$ cat src/rtl/core/mf3_pkg.sv
// Shared types, constants and compare-exchange functions for the 3x3 median filter.
`default_nettype none

package mf3_pkg;

    localparam int MAX_WIDTH  = 2048;
    localparam int MAX_HEIGHT = 2048;
    localparam int MIN_SIZE   = 3;
    localparam int COL_W      = $clog2(MAX_WIDTH);
    localparam int ROW_W      = $clog2(MAX_HEIGHT);
    localparam int COORD_W    = 11;
    localparam int CFG_W      = 12;
    localparam int PIX_W      = 8;
    localparam int NCH        = 3;
    localparam int CELL_W     = PIX_W * NCH;
    localparam int WIN_N      = 9;
    localparam int QDEPTH     = 4;
    localparam int QPTR_W     = $clog2(QDEPTH);
    localparam int QCNT_W     = $clog2(QDEPTH + 1);
    localparam int ADDR_W     = 4;
    localparam int DATA_W     = 32;

    typedef enum logic [1:0] {
        REG_LINE_WIDTH   = 2'd0,
        REG_FRAME_HEIGHT = 2'd1,
        REG_COLOR_MODE   = 2'd2
    } t_reg;

    typedef logic [PIX_W-1:0]  t_pel;
    typedef t_pel [WIN_N-1:0]  t_nine;
    typedef logic [CELL_W-1:0] t_cell;
    typedef t_cell [WIN_N-1:0] t_win;

    typedef struct packed {
        logic [PIX_W-1:0] pixel_c0;
        logic [PIX_W-1:0] pixel_c1;
        logic [PIX_W-1:0] pixel_c2;
    } t_pix;

    typedef struct packed {
        logic [PIX_W-1:0]   median_c0;
        logic [PIX_W-1:0]   median_c1;
        logic [PIX_W-1:0]   median_c2;
        logic [COORD_W-1:0] out_column;
        logic [COORD_W-1:0] out_row;
        logic               frame_last;
    } t_res;

    typedef struct packed {
        logic               color_mode;
        logic [COL_W-1:0]   last_col;
        logic [ROW_W-1:0]   last_row;
    } t_cfg;

    typedef struct packed {
        logic               color_mode;
        logic               frame_last;
        logic [COORD_W-1:0] out_column;
        logic [COORD_W-1:0] out_row;
    } t_tag;

    typedef struct packed {
        t_tag tag;
        t_win win;
    } t_job;

    function automatic logic [COL_W-1:0] last_col(input logic [CFG_W-1:0] v);
        logic [COL_W-1:0] r;
        if (v < CFG_W'(MIN_SIZE)) begin
            r = COL_W'(MIN_SIZE - 1);
        end else if (32'(v) > 32'(MAX_WIDTH)) begin
            r = COL_W'(MAX_WIDTH - 1);
        end else begin
            r = COL_W'(v - CFG_W'(1));
        end
        return r;
    endfunction

    function automatic logic [ROW_W-1:0] last_row(input logic [CFG_W-1:0] v);
        logic [ROW_W-1:0] r;
        if (v < CFG_W'(MIN_SIZE)) begin
            r = ROW_W'(MIN_SIZE - 1);
        end else if (32'(v) > 32'(MAX_HEIGHT)) begin
            r = ROW_W'(MAX_HEIGHT - 1);
        end else begin
            r = ROW_W'(v - CFG_W'(1));
        end
        return r;
    endfunction

    function automatic t_nine cx(input t_nine v, input int unsigned a, input int unsigned b);
        t_nine r;
        r = v;
        if (v[a] > v[b]) begin
            r[a] = v[b];
            r[b] = v[a];
        end
        return r;
    endfunction

    function automatic t_nine med_a(input t_nine v);
        t_nine t;
        t = v;
        t = cx(t, 1, 2); t = cx(t, 4, 5); t = cx(t, 7, 8);
        t = cx(t, 0, 1); t = cx(t, 3, 4); t = cx(t, 6, 7);
        t = cx(t, 1, 2); t = cx(t, 4, 5); t = cx(t, 7, 8);
        return t;
    endfunction

    function automatic t_nine med_b(input t_nine v);
        t_nine t;
        t = v;
        t = cx(t, 0, 3); t = cx(t, 5, 8); t = cx(t, 4, 7);
        t = cx(t, 3, 6); t = cx(t, 1, 4); t = cx(t, 2, 5);
        t = cx(t, 4, 7);
        return t;
    endfunction

    function automatic t_pel med_c(input t_nine v);
        t_nine t;
        t = v;
        t = cx(t, 4, 2);
        t = cx(t, 6, 4);
        t = cx(t, 4, 2);
        return t[4];
    endfunction

endpackage

`default_nettype wire

$ cat src/rtl/core/mf3_queue.sv
// Short queue of complete windows between the front and back parts.
`default_nettype none

module mf3_queue (
    input  wire logic                        i_clk,
    input  wire logic                        i_rst_n,
    input  wire logic                        i_push,
    input  wire mf3_pkg::t_job               i_job,
    input  wire logic                        i_pop,
    output logic                             o_valid,
    output mf3_pkg::t_job                    o_job,
    output logic [mf3_pkg::QCNT_W-1:0]       o_count
);
    import mf3_pkg::*;

    t_job              r_mem [QDEPTH];
    logic [QPTR_W-1:0] r_wr_ptr;
    logic [QPTR_W-1:0] r_rd_ptr;
    logic [QCNT_W-1:0] r_count;
    logic              w_pop;

    assign o_valid = r_count != '0;
    assign o_job   = r_mem[r_rd_ptr];
    assign o_count = r_count;
    assign w_pop   = i_pop && o_valid;

    always_ff @(posedge i_clk) begin
        if (!i_rst_n) begin
            r_wr_ptr <= '0;
            r_rd_ptr <= '0;
            r_count  <= '0;
        end else begin
            if (i_push) begin
                r_wr_ptr <= r_wr_ptr + QPTR_W'(1);
            end
            if (w_pop) begin
                r_rd_ptr <= r_rd_ptr + QPTR_W'(1);
            end
            if (i_push && !w_pop) begin
                r_count <= r_count + QCNT_W'(1);
            end else if (!i_push && w_pop) begin
                r_count <= r_count - QCNT_W'(1);
            end
        end
    end

    always_ff @(posedge i_clk) begin
        if (i_push) begin
            r_mem[r_wr_ptr] <= i_job;
        end
    end

endmodule

`default_nettype wire

$ cat config.mk
export PLATFORM = sky130hd
export DESIGN_NAME = mf3_queue
export DESIGN_NICKNAME = d
export VERILOG_FILES = /design/src/rtl/core/mf3_pkg.sv /design/src/rtl/core/mf3_queue.sv
export SDC_FILE = /design/constraint.sdc
export NUM_CORES = 1
export LEC_CHECK = 0
export ABC_AREA = 1
export BUFFER_PORTS_ARGS = -buffer_cell sky130_fd_sc_hd__buf_2
export CAP_MARGIN = 0
export CORE_MARGIN = 3
export CORE_UTILIZATION = 35
export DETAILED_ROUTE_END_ITERATION = 16
export GPL_TIMING_DRIVEN = 0
export PLACE_DENSITY = 0.51
export SETUP_SLACK_MARGIN = 0.2
export SLEW_MARGIN = 20
export SYNTH_ARGS = -nofsm -noshare
export SYNTH_HDL_FRONTEND = slang
export SYNTH_SLANG_ARGS = --single-unit
$ cat constraint.sdc
create_clock -name i_clk -period 14.05 [get_ports i_clk]
set_input_delay 3.5125 -clock i_clk [delete_from_list [all_inputs] [get_ports i_clk]]
set_output_delay 3.5125 -clock i_clk [all_outputs]
set_load 0.1 [all_outputs]
==> summary.md <==
| Metric | Value |
|---|---|
| WHS | `517.1 ps` |
| Boundary Pins | `488` |
| Register area | `0.02901 mm²` |
| Tcrit/Tclk final | `49.42%` |
| Hold-fix buffers, CTS | `0` |
| Final ANT Viol Nets | `0` |
| Worst path cell trace | `buf_2 -> inv_1 -> buf_2 -> clkbuf_1 -> o21ai_0 -> o22ai_1 -> buf_2` |
| Grt ovf | `0` |
| Area grow syn2layout | `22.48%` |
| WHS Path Cells | `2` |
| CP arrival | `3430 ps` |
| Type of origin of the critical path | `flip-flop` |
| TritonCTS clock tree | `done` |
| Final GP Congestion | `0.7795` |
| Yosys reg bits | `969` |
| Highest-count cells in the layout ignoring fill and taps | `edfxtp_1 (960), buf_2 (544), nor2_1 (486)` |
| Crit end category | `output pin` |
| Initial antenna violation count | `41` |
| Fillers | `9,007` |
| Via count | `22,857` |
| R2r startpoint | `r_wr_ptr[0]` |
| Die height | `325.4 µm` |
| Multi-input gate area | `0.005931 mm²` |
| Leak | `15.11 nW` |
| Status | `completed` |
| R2r setup slk | `11,640 ps` |
| CP Class | `flip-flop to output pin` |
| Switching Fraction | `44.88%` |
| Psw | `4.433 mW` |
| Commonest non-fill, non-tap cell in the layout | `edfxtp_1` |
| Setup TNS | `0 ps` |
| Finished Core Util | `43.48%` |
| Initial Utilization | `35.50%` |
| Die width | `325.4 µm` |
| RSZ-0062 raised after global routing | `no` |
| Layout cells sized above 1 | `23.44%` |
| Max-Cap Viols | `0` |
| Drt drc | `0` |
| Fin crit period | `6944 ps` |
| Yosys warning count | `0` |
| Combinational power share | `38.7%` |
| Min-Delay Startpoint | `r_rd_ptr[0]` |
| Worst Max-Slew Pin Slew | `659.9 ps` |
| Worst endpoint required time | `10,540 ps` |
| Post-synth cell types | `17` |
| Hold Path Class | `flip-flop to flip-flop` |
| Detailed placer's ending HPWL | `66.00 mm` |
| Crit-path max cell delay | `500 ps` |
| Final Max Slew Viols | `0` |
| Critical path peak fanout | `10` |
| Avg Inst Size Synth | `14.98 µm²` |
| Reg power frac | `33.9%` |
| Post-Synthesis Cells | `2,383` |
| Reg2Reg Depth | `6` |
| CTS Buf Count | `102` |
| Final Hold Fails | `0` |
| Total power draw | `9.878 mW` |
| Worst R2R End | `r_mem[0][32]` |
| Placed Area | `0.04023 mm²` |
| DR iter-0 viols | `2,151` |
| Worst path slowest cell | `buf_2` |
| Clk slew on worst S/H paths | `60 ps` |
| Vias per std cell | `5.127` |
| Core area | `0.1006 mm²` |
| Synthesized area | `0.03570 mm²` |
| Register area share after synthesis | `81.24%` |
| # rows | `116` |
| Int Pwr | `5.444 mW` |
| # port buffers | `487` |
| Drt first pass iters | `5` |
| H-Tree Depth | `3` |
| Skew final | `32.15 ps` |
| Hold Path Sink | `r_rd_ptr[0]` |
| Vias in the first global route | `22,594` |
| Worst skew pair latency | `670 ps` |
| CTS Sinks | `969` |
| Root Driver | `clkbuf_16` |
| PD cells | `225.9 mW/mm²` |
| Post-cts sizing count | `0` |
| First-pass GRT wire length | `149.9 mm` |
| Largest net degree at the start of global routing | `72` |
| Fmax | `144.0 MHz` |
| Die footprint | `0.1059 mm²` |
| Routed len/inst | `23.43 µm` |
| Syn Nets | `2,633` |
| Worst IR drop on VDD | `0.2072 mV` |
| Fin nets | `3,237` |
| Cell mode on critical path | `buf_2` |
| Max clock buf depth | `3` |
| Slew headroom | `56.01%` |
| Post-CTS repair timing setup buffer count | `0` |
| Final WL | `104.4 mm` |
| Final setup violation count | `0` |
| Clock power frac | `27.4%` |
| GR Util All Layers | `18.95%` |
| Design area | `0.04373 mm²` |
[cell type report]
class,count,share of cell area [%]
diodes,25,0.1431
plain buffers,159,1.617
clock buffers,115,6.094
clock inverters,78,1.768
inverters,16,0.2060
multi-input cells,1239,13.56
flip-flops and latches,969,66.33
well taps,1357,3.883
repair buffers,500,6.392
[cells in the mapped netlist]
library cell  instances  area (µm²)
nand3_1               3       15.01
edfxtp_1            960       28830
a21oi_1               5       25.02
clkbuf_1             95       356.6
fa_1                  1       20.02
nor2_1              486        1824
nand2_1              15       56.30
o21ai_0             483        2417
dfxtp_1               9       180.2
buf_2                57       285.3
ha_1                  5       62.56
o22ai_1             240        1501
buf_6                 3       33.78
inv_2                 1       3.750
buf_4                 4       30.03
xor2_1                1       8.760
inv_1                15       56.30
[critical path, delay by kind of cell, from the launching register on]
family                 cells  cell delay, ps
buffers and inverters      5            1950
AO/OA/AOI/OAI              2             490
flip-flops                 1             290
[sequential cells by signal, summed over array words and instances, names as in the netlist, named ones only]
name and count:
o_count 3, r_rd_ptr 2, r_wr_ptr 2, r_mem 960
[layer usage]
metal  up-vias  GRT usage (%)  part of all wire (%)
li1      10315              -                     -
met1     11493          24.50                    40
met2       855          31.27                    49
met3       180          4.753                   7.7
met4        14          6.324                   2.8
met5         -              0                 0.096
[how the worst max path moves through the flow]
| stage | slack [ps] | start | cells after the start | end |
|---|---|---|---|---|
| 2_1_floorplan | 5310 | i_push | 2 | r_mem[0][0] |
| 3_3_place_gp | 540 | i_push | 3 | r_mem[0][40] |
| 3_5_place_dp | 7690 | flip-flop | 7 | o_job[109] |
| 4_1_cts | 6940 | flip-flop | 7 | o_job[109] |
| 5_1_grt | 6890 | flip-flop | 7 | o_job[118] |
| 6_report | 7110 | flip-flop | 7 | o_job[72] |
[power by group through the flow]
stage          combinational, mW  sequential, mW  clock, mW
2_1_floorplan               2.90            3.45          0
3_3_place_gp                3.81            3.45          0
3_5_place_dp                3.85            3.40          0
4_1_cts                     3.85            3.34       2.77
5_1_grt                     3.97            3.35       2.90
6_report                    3.83            3.34       2.71
[kinds of logic after synthesis]
group	after synthesis	share of synthesized area, %
adder cells (fa/ha/maj)	6	0.2313
flip-flops	969	81.24
XOR/XNOR	1	0.02453
buffers and inverters	175	2.145
AND/OR/NAND/NOR	504	5.309
AO/OA/AOI/OAI	728	11.05
[through the flow]
stage / worst slack (ps) / std cells
floorplan: 5310 / 2383
global placement: 539.3 / 4227
detailed placement: 7694 / 4240
CTS: 6941 / 4433
global route: 6887 / 4444
finish: 7106 / 4458
(Power assumes the default switching activity.)
