--- src/rtl/core/mf3_pkg.sv ---
// Shared types, constants and compare-exchange functions for the 3x3 median filter.
`default_nettype none

package mf3_pkg;

    localparam int MAX_WIDTH  = 2048;
    localparam int MAX_HEIGHT = 2048;
    localparam int MIN_SIZE   = 3;
    localparam int COL_W      = $clog2(MAX_WIDTH);
    localparam int ROW_W      = $clog2(MAX_HEIGHT);
    localparam int COORD_W    = 11;
    localparam int CFG_W      = 12;
    localparam int PIX_W      = 8;
    localparam int NCH        = 3;
    localparam int CELL_W     = PIX_W * NCH;
    localparam int WIN_N      = 9;
    localparam int QDEPTH     = 4;
    localparam int QPTR_W     = $clog2(QDEPTH);
    localparam int QCNT_W     = $clog2(QDEPTH + 1);
    localparam int ADDR_W     = 4;
    localparam int DATA_W     = 32;

    typedef enum logic [1:0] {
        REG_LINE_WIDTH   = 2'd0,
        REG_FRAME_HEIGHT = 2'd1,
        REG_COLOR_MODE   = 2'd2
    } t_reg;

    typedef logic [PIX_W-1:0]  t_pel;
    typedef t_pel [WIN_N-1:0]  t_nine;
    typedef logic [CELL_W-1:0] t_cell;
    typedef t_cell [WIN_N-1:0] t_win;

    typedef struct packed {
        logic [PIX_W-1:0] pixel_c0;
        logic [PIX_W-1:0] pixel_c1;
        logic [PIX_W-1:0] pixel_c2;
    } t_pix;

    typedef struct packed {
        logic [PIX_W-1:0]   median_c0;
        logic [PIX_W-1:0]   median_c1;
        logic [PIX_W-1:0]   median_c2;
        logic [COORD_W-1:0] out_column;
        logic [COORD_W-1:0] out_row;
        logic               frame_last;
    } t_res;

    typedef struct packed {
        logic               color_mode;
        logic [COL_W-1:0]   last_col;
        logic [ROW_W-1:0]   last_row;
    } t_cfg;

    typedef struct packed {
        logic               color_mode;
        logic               frame_last;
        logic [COORD_W-1:0] out_column;
        logic [COORD_W-1:0] out_row;
    } t_tag;

    typedef struct packed {
        t_tag tag;
        t_win win;
    } t_job;

    function automatic logic [COL_W-1:0] last_col(input logic [CFG_W-1:0] v);
        logic [COL_W-1:0] r;
        if (v < CFG_W'(MIN_SIZE)) begin
            r = COL_W'(MIN_SIZE - 1);
        end else if (32'(v) > 32'(MAX_WIDTH)) begin
            r = COL_W'(MAX_WIDTH - 1);
        end else begin
            r = COL_W'(v - CFG_W'(1));
        end
        return r;
    endfunction

    function automatic logic [ROW_W-1:0] last_row(input logic [CFG_W-1:0] v);
        logic [ROW_W-1:0] r;
        if (v < CFG_W'(MIN_SIZE)) begin
            r = ROW_W'(MIN_SIZE - 1);
        end else if (32'(v) > 32'(MAX_HEIGHT)) begin
            r = ROW_W'(MAX_HEIGHT - 1);
        end else begin
            r = ROW_W'(v - CFG_W'(1));
        end
        return r;
    endfunction

    function automatic t_nine cx(input t_nine v, input int unsigned a, input int unsigned b);
        t_nine r;
        r = v;
        if (v[a] > v[b]) begin
            r[a] = v[b];
            r[b] = v[a];
        end
        return r;
    endfunction

    function automatic t_nine med_a(input t_nine v);
        t_nine t;
        t = v;
        t = cx(t, 1, 2); t = cx(t, 4, 5); t = cx(t, 7, 8);
        t = cx(t, 0, 1); t = cx(t, 3, 4); t = cx(t, 6, 7);
        t = cx(t, 1, 2); t = cx(t, 4, 5); t = cx(t, 7, 8);
        return t;
    endfunction

    function automatic t_nine med_b(input t_nine v);
        t_nine t;
        t = v;
        t = cx(t, 0, 3); t = cx(t, 5, 8); t = cx(t, 4, 7);
        t = cx(t, 3, 6); t = cx(t, 1, 4); t = cx(t, 2, 5);
        t = cx(t, 4, 7);
        return t;
    endfunction

    function automatic t_pel med_c(input t_nine v);
        t_nine t;
        t = v;
        t = cx(t, 4, 2);
        t = cx(t, 6, 4);
        t = cx(t, 4, 2);
        return t[4];
    endfunction

endpackage

`default_nettype wire

--- src/rtl/core/mf3_back.sv ---
// Back part: three-stage compare-exchange pipeline ending in the output register.
`default_nettype none

module mf3_back (
    input  wire logic               i_clk,
    input  wire logic               i_rst_n,
    input  wire logic               i_q_valid,
    input  wire mf3_pkg::t_job      i_job,
    output logic                    o_pop,
    output logic                    o_valid,
    input  wire logic               i_stall,
    output mf3_pkg::t_res           o_res
);
    import mf3_pkg::*;

    logic             w_en;
    t_nine [NCH-1:0]  w_ch;
    t_nine [NCH-1:0]  r_s1_ch;
    t_nine [NCH-1:0]  r_s2_ch;
    t_tag             r_s1_tag;
    t_tag             r_s2_tag;
    logic             r_v1;
    logic             r_v2;
    logic             r_v3;
    t_res             r_res;

    assign w_en  = !r_v3 || !i_stall;
    assign o_pop = w_en && i_q_valid;

    always_comb begin
        for (int k = 0; k < NCH; k++) begin
            for (int i = 0; i < WIN_N; i++) begin
                w_ch[k][i] = i_job.win[i][k*PIX_W +: PIX_W];
            end
        end
    end

    always_ff @(posedge i_clk) begin
        if (!i_rst_n) begin
            r_v1 <= 1'b0;
            r_v2 <= 1'b0;
            r_v3 <= 1'b0;
        end else if (w_en) begin
            r_v1 <= i_q_valid;
            r_v2 <= r_v1;
            r_v3 <= r_v2;
        end
    end

    always_ff @(posedge i_clk) begin
        if (w_en) begin
            for (int k = 0; k < NCH; k++) begin
                r_s1_ch[k] <= med_a(w_ch[k]);
                r_s2_ch[k] <= med_b(r_s1_ch[k]);
            end
            r_s1_tag <= i_job.tag;
            r_s2_tag <= r_s1_tag;
            r_res.median_c0  <= med_c(r_s2_ch[0]);
            r_res.median_c1  <= r_s2_tag.color_mode ? med_c(r_s2_ch[1]) : '0;
            r_res.median_c2  <= r_s2_tag.color_mode ? med_c(r_s2_ch[2]) : '0;
            r_res.out_column <= r_s2_tag.out_column;
            r_res.out_row    <= r_s2_tag.out_row;
            r_res.frame_last <= r_s2_tag.frame_last;
        end
    end

    assign o_valid = r_v3;
    assign o_res   = r_res;

endmodule

`default_nettype wire

--- config.mk ---
export PLATFORM = sky130hd
export DESIGN_NAME = mf3_back
export DESIGN_NICKNAME = d
export VERILOG_FILES = /design/src/rtl/core/mf3_pkg.sv /design/src/rtl/core/mf3_back.sv
export SDC_FILE = /design/constraint.sdc
export NUM_CORES = 2
export LEC_CHECK = 0
export BUFFER_PORTS_ARGS = -buffer_cell sky130_fd_sc_hd__buf_2
export CAP_MARGIN = 20
export CORE_ASPECT_RATIO = 1.1
export CORE_MARGIN = 2
export CORE_UTILIZATION = 61
export DETAILED_ROUTE_END_ITERATION = 8
export PLACE_DENSITY = 0.81
export SLEW_MARGIN = 5
export SYNTH_ARGS = -nofsm -noshare
export SYNTH_HDL_FRONTEND = slang
export SYNTH_SLANG_ARGS = --single-unit
--- constraint.sdc ---
create_clock -name i_clk -period 19.3 [get_ports i_clk]
set_input_delay 2.895 -clock i_clk [delete_from_list [all_inputs] [get_ports i_clk]]
set_output_delay 2.895 -clock i_clk [all_outputs]
set_load 0.02 [all_outputs]
==> results.md <==
* Stage delay of the slowest cell on the critical path at between 0.7 and 0.8 ns
* Crit end category: register
* Leading cell types by count after synthesis: sky130_fd_sc_hd__ha_1 (432), sky130_fd_sc_hd__inv_1 (407), sky130_fd_sc_hd__edfxtp_1 (383)
* Critical Path RT at roughly 20 ns
* Final core utilization at 68.8%
* Aggregate routed wire length at 85.1 mm
* Full die area at between 50000 and 60000 sq um
* Worst slack at placement at between 9 and 10 ns
* Count of warnings emitted by yosys at 0
* Synth area leader: sky130_fd_sc_hd__edfxtp_1
* Resized cells post-CTS at 0
* Number of routed nets with antenna violations at 0
* Proportion of synthesized chip area in sequential cells at around 35%
* Fraction of synthesized cell area taken by the top area cell type at a little over a third
* Worst Path Max Fanout at 27
* Maximum buffer depth of the clock tree at 3
* Final count of negative-setup-slack endpoints at 0
* Time the worst path needs with I/O delays and setup at 9.33 ns
* Maximum operating frequency at 107 MHz
* Actual slew at the worst max-slew pin at 1.15 ns
* CTS Buf Count at 44
* Layout cell share with drive strength beyond 1 at 13.1%
* # clock sinks at approximately 390
* Chip width at 224 um
* GRT overflow at 0
* Number of endpoints with negative hold slack in the final report at 0
* TritonRoute pass-1 iters at 9
* Class of the most critical hold timing path: reg -> reg
* Crit share post-route at 48.3%
* Wire length of the first global-routing pass at 134 mm
* Routed wire length per instance at between 15 and 20 um
* Total track usage at approximately 30%
* Net count of the mapped netlist at 4305
* Max-slew violation count at 0
* Critical path start-end classification: in -> reg
* Post-synthesis async set-or-reset flop share at 0%
* Core region area at 52600 sq um
* Synth area leaders: sky130_fd_sc_hd__edfxtp_1 (35%), sky130_fd_sc_hd__ha_1 (17%), sky130_fd_sc_hd__a21oi_1 (5.5%)
* Max-cap violation count at 0
* Final Wtd Congestion at ~0.99
* Post-Syn Area per Cell at 8.99 sq um
* Remaining design rule violation count at 0
* Relative slew margins at 23.5%
* Setup Buffers After CTS at 0
* Clock tree from TritonCTS: built
* Hold buffer count at cts at 0
* Count of flip-flops with a built-in enable after synthesis at between 300 and 400
* Post-route setup slack at between 9 and 10 ns
* Register bit count reported by yosys at approximately 390
* Die outline height at ~250 um
* Number of rows created at floorplan at 88
* Number of DRC markers after the initial detailed-route iteration at 2634
* Pin count of the biggest net entering global routing at about 170
* Initial antenna violation count at 1
* Mapped Cells at 3629
* Count of port buffers added during placement at slightly below 300
* Initial standard-cell utilization of the core at 62.0%
* Kind of start point of the critical path: input port
* Run status: completed
* Worst-path clk slew at about 0.06 ns
* Number of vias in the routed layout at between 20000 and 30000
* CP bufs+invs at 3
* Unrepaired setup endpoints after global routing: false
* Maximum clock skew at final layout at roughly 0.034 ns
* Insertion delay to the later sink of the worst-skew pair at around 0.6 ns
* Worst EP arrival at roughly 10 ns
* Via-per-instance ratio at between 6 and 7
* Area growth from synthesis to layout at 11.1%
* Net count, final at ~4600
* Post-route setup TNS at 0 ns
* CTS H-Tree Depth at 2
* Number of distinct library cells after synthesis at 83
* Largest delay contributor family on the critical path: compound AO/OA/AOI/OAI gates
* Root Buffer Master: sky130_fd_sc_hd__clkbuf_16
* Primary flip-flop cell chosen by synthesis mapping: sky130_fd_sc_hd__edfxtp_1
* Worst hold slack across all endpoints at between 0.4 and 0.5 ns
* Syn Std Cell Area at around 33000 sq um
* Dominant cell by count in the synthesized netlist: sky130_fd_sc_hd__ha_1
* Half-perimeter wire length after detailed placement at 67.2 mm
* Ports placed on the boundary at a little under 300
* Number of global-route vias before repair at 26400
* Slowest stage cell, crit path: sky130_fd_sc_hd__nor2_1
[area by class of cell]
type,instances,area [sq um]
Multi-Input combinational cell,2737,19200
Fill cell,4202,16400
Sequential cell,386,11600
Timing Repair Buffer,309,1610
Inverter,407,1530
Clock buffer,54,1180
Tap cell,675,845
Clock inverter,28,343
Antenna cell,1,2.50
[placed cells by master (no fill, tap or decap), types with 89 or more instances in the layout]
cell,instances
sky130_fd_sc_hd__a21oi_1,361
sky130_fd_sc_hd__buf_2,294
sky130_fd_sc_hd__edfxtp_1,383
sky130_fd_sc_hd__ha_1,432
sky130_fd_sc_hd__inv_1,407
sky130_fd_sc_hd__mux2i_1,89
sky130_fd_sc_hd__nand2_1,266
sky130_fd_sc_hd__nor2_1,312
sky130_fd_sc_hd__nor3_1,89
sky130_fd_sc_hd__o21ai_0,299
[sequential cells by signal, summed over array words and instances (netlist names)]
| register | flops |
|---|---|
| o_res | 47 |
| o_valid | 1 |
| r_s1_ch | 216 |
| r_s1_tag | 24 |
| r_s2_ch | 72 |
| r_s2_tag | 24 |
| r_v1 | 1 |
| r_v2 | 1 |
[stage by stage]
stage | instances | instance area, sq um
5_1_grt | 4597 | 36200
3_3_place_gp | 4508 | 34700
3_5_place_dp | 4508 | 34700
6_report | 4597 | 36200
2_1_floorplan | 3629 | 32600
4_1_cts | 4590 | 36200
[kinds of logic (layout without fill, tap and decap cells)]
kind of cell,Yosys count,count (layout),share of synthesized area (%)
AOI/OAI and AO/OA,1134,1134,22.5
DFF,386,386,35.4
other,0,1,0
and+or+nand+nor,1005,1005,14.3
adders and majority gates,434,434,16.6
muxes,158,158,5.11
xor gates and xnor gates,6,6,0.161
buffers and inverters,506,798,5.85
[routing by layer]
metal / GRT usage, % / routed length (um) / up-vias
met3: 3.96 / 5690 / 218
met2: 51.0 / 40100 / 1129
li1: - / - / 14000
met1: 39.1 / 35500 / 13200
met4: 13.0 / 3770 / 0
met5: 0 / 0 / -
[worst register-to-register path, delay by kind of cell (launching register included)]
kind | cells | cell delay, ns
flops | 1 | 0.54
simple gates | 5 | 1.23
buf+inv | 2 | 0.35
fa+ha+maj | 3 | 0.92
compound gates | 15 | 3.83
[final timing paths]
| check | from | end | slack (ns) | depth (start not counted) |
|---|---|---|---|---|
| setup / recovery | i_job[65] | r_s1_ch[166] | 9.97 | 25 |
| hold / removal | r_s2_tag[12] | o_res[13] | 0.42 | 0 |
| setup reg to reg | r_s1_ch[177] | r_s2_ch[176] | 12.13 | 25 |
| hold reg to reg | r_s2_tag[12] | o_res[13] | 0.42 | 0 |
Power is not shown: default switching activity piles up to over one toggle a cycle in this logic, so the estimate is an artifact.
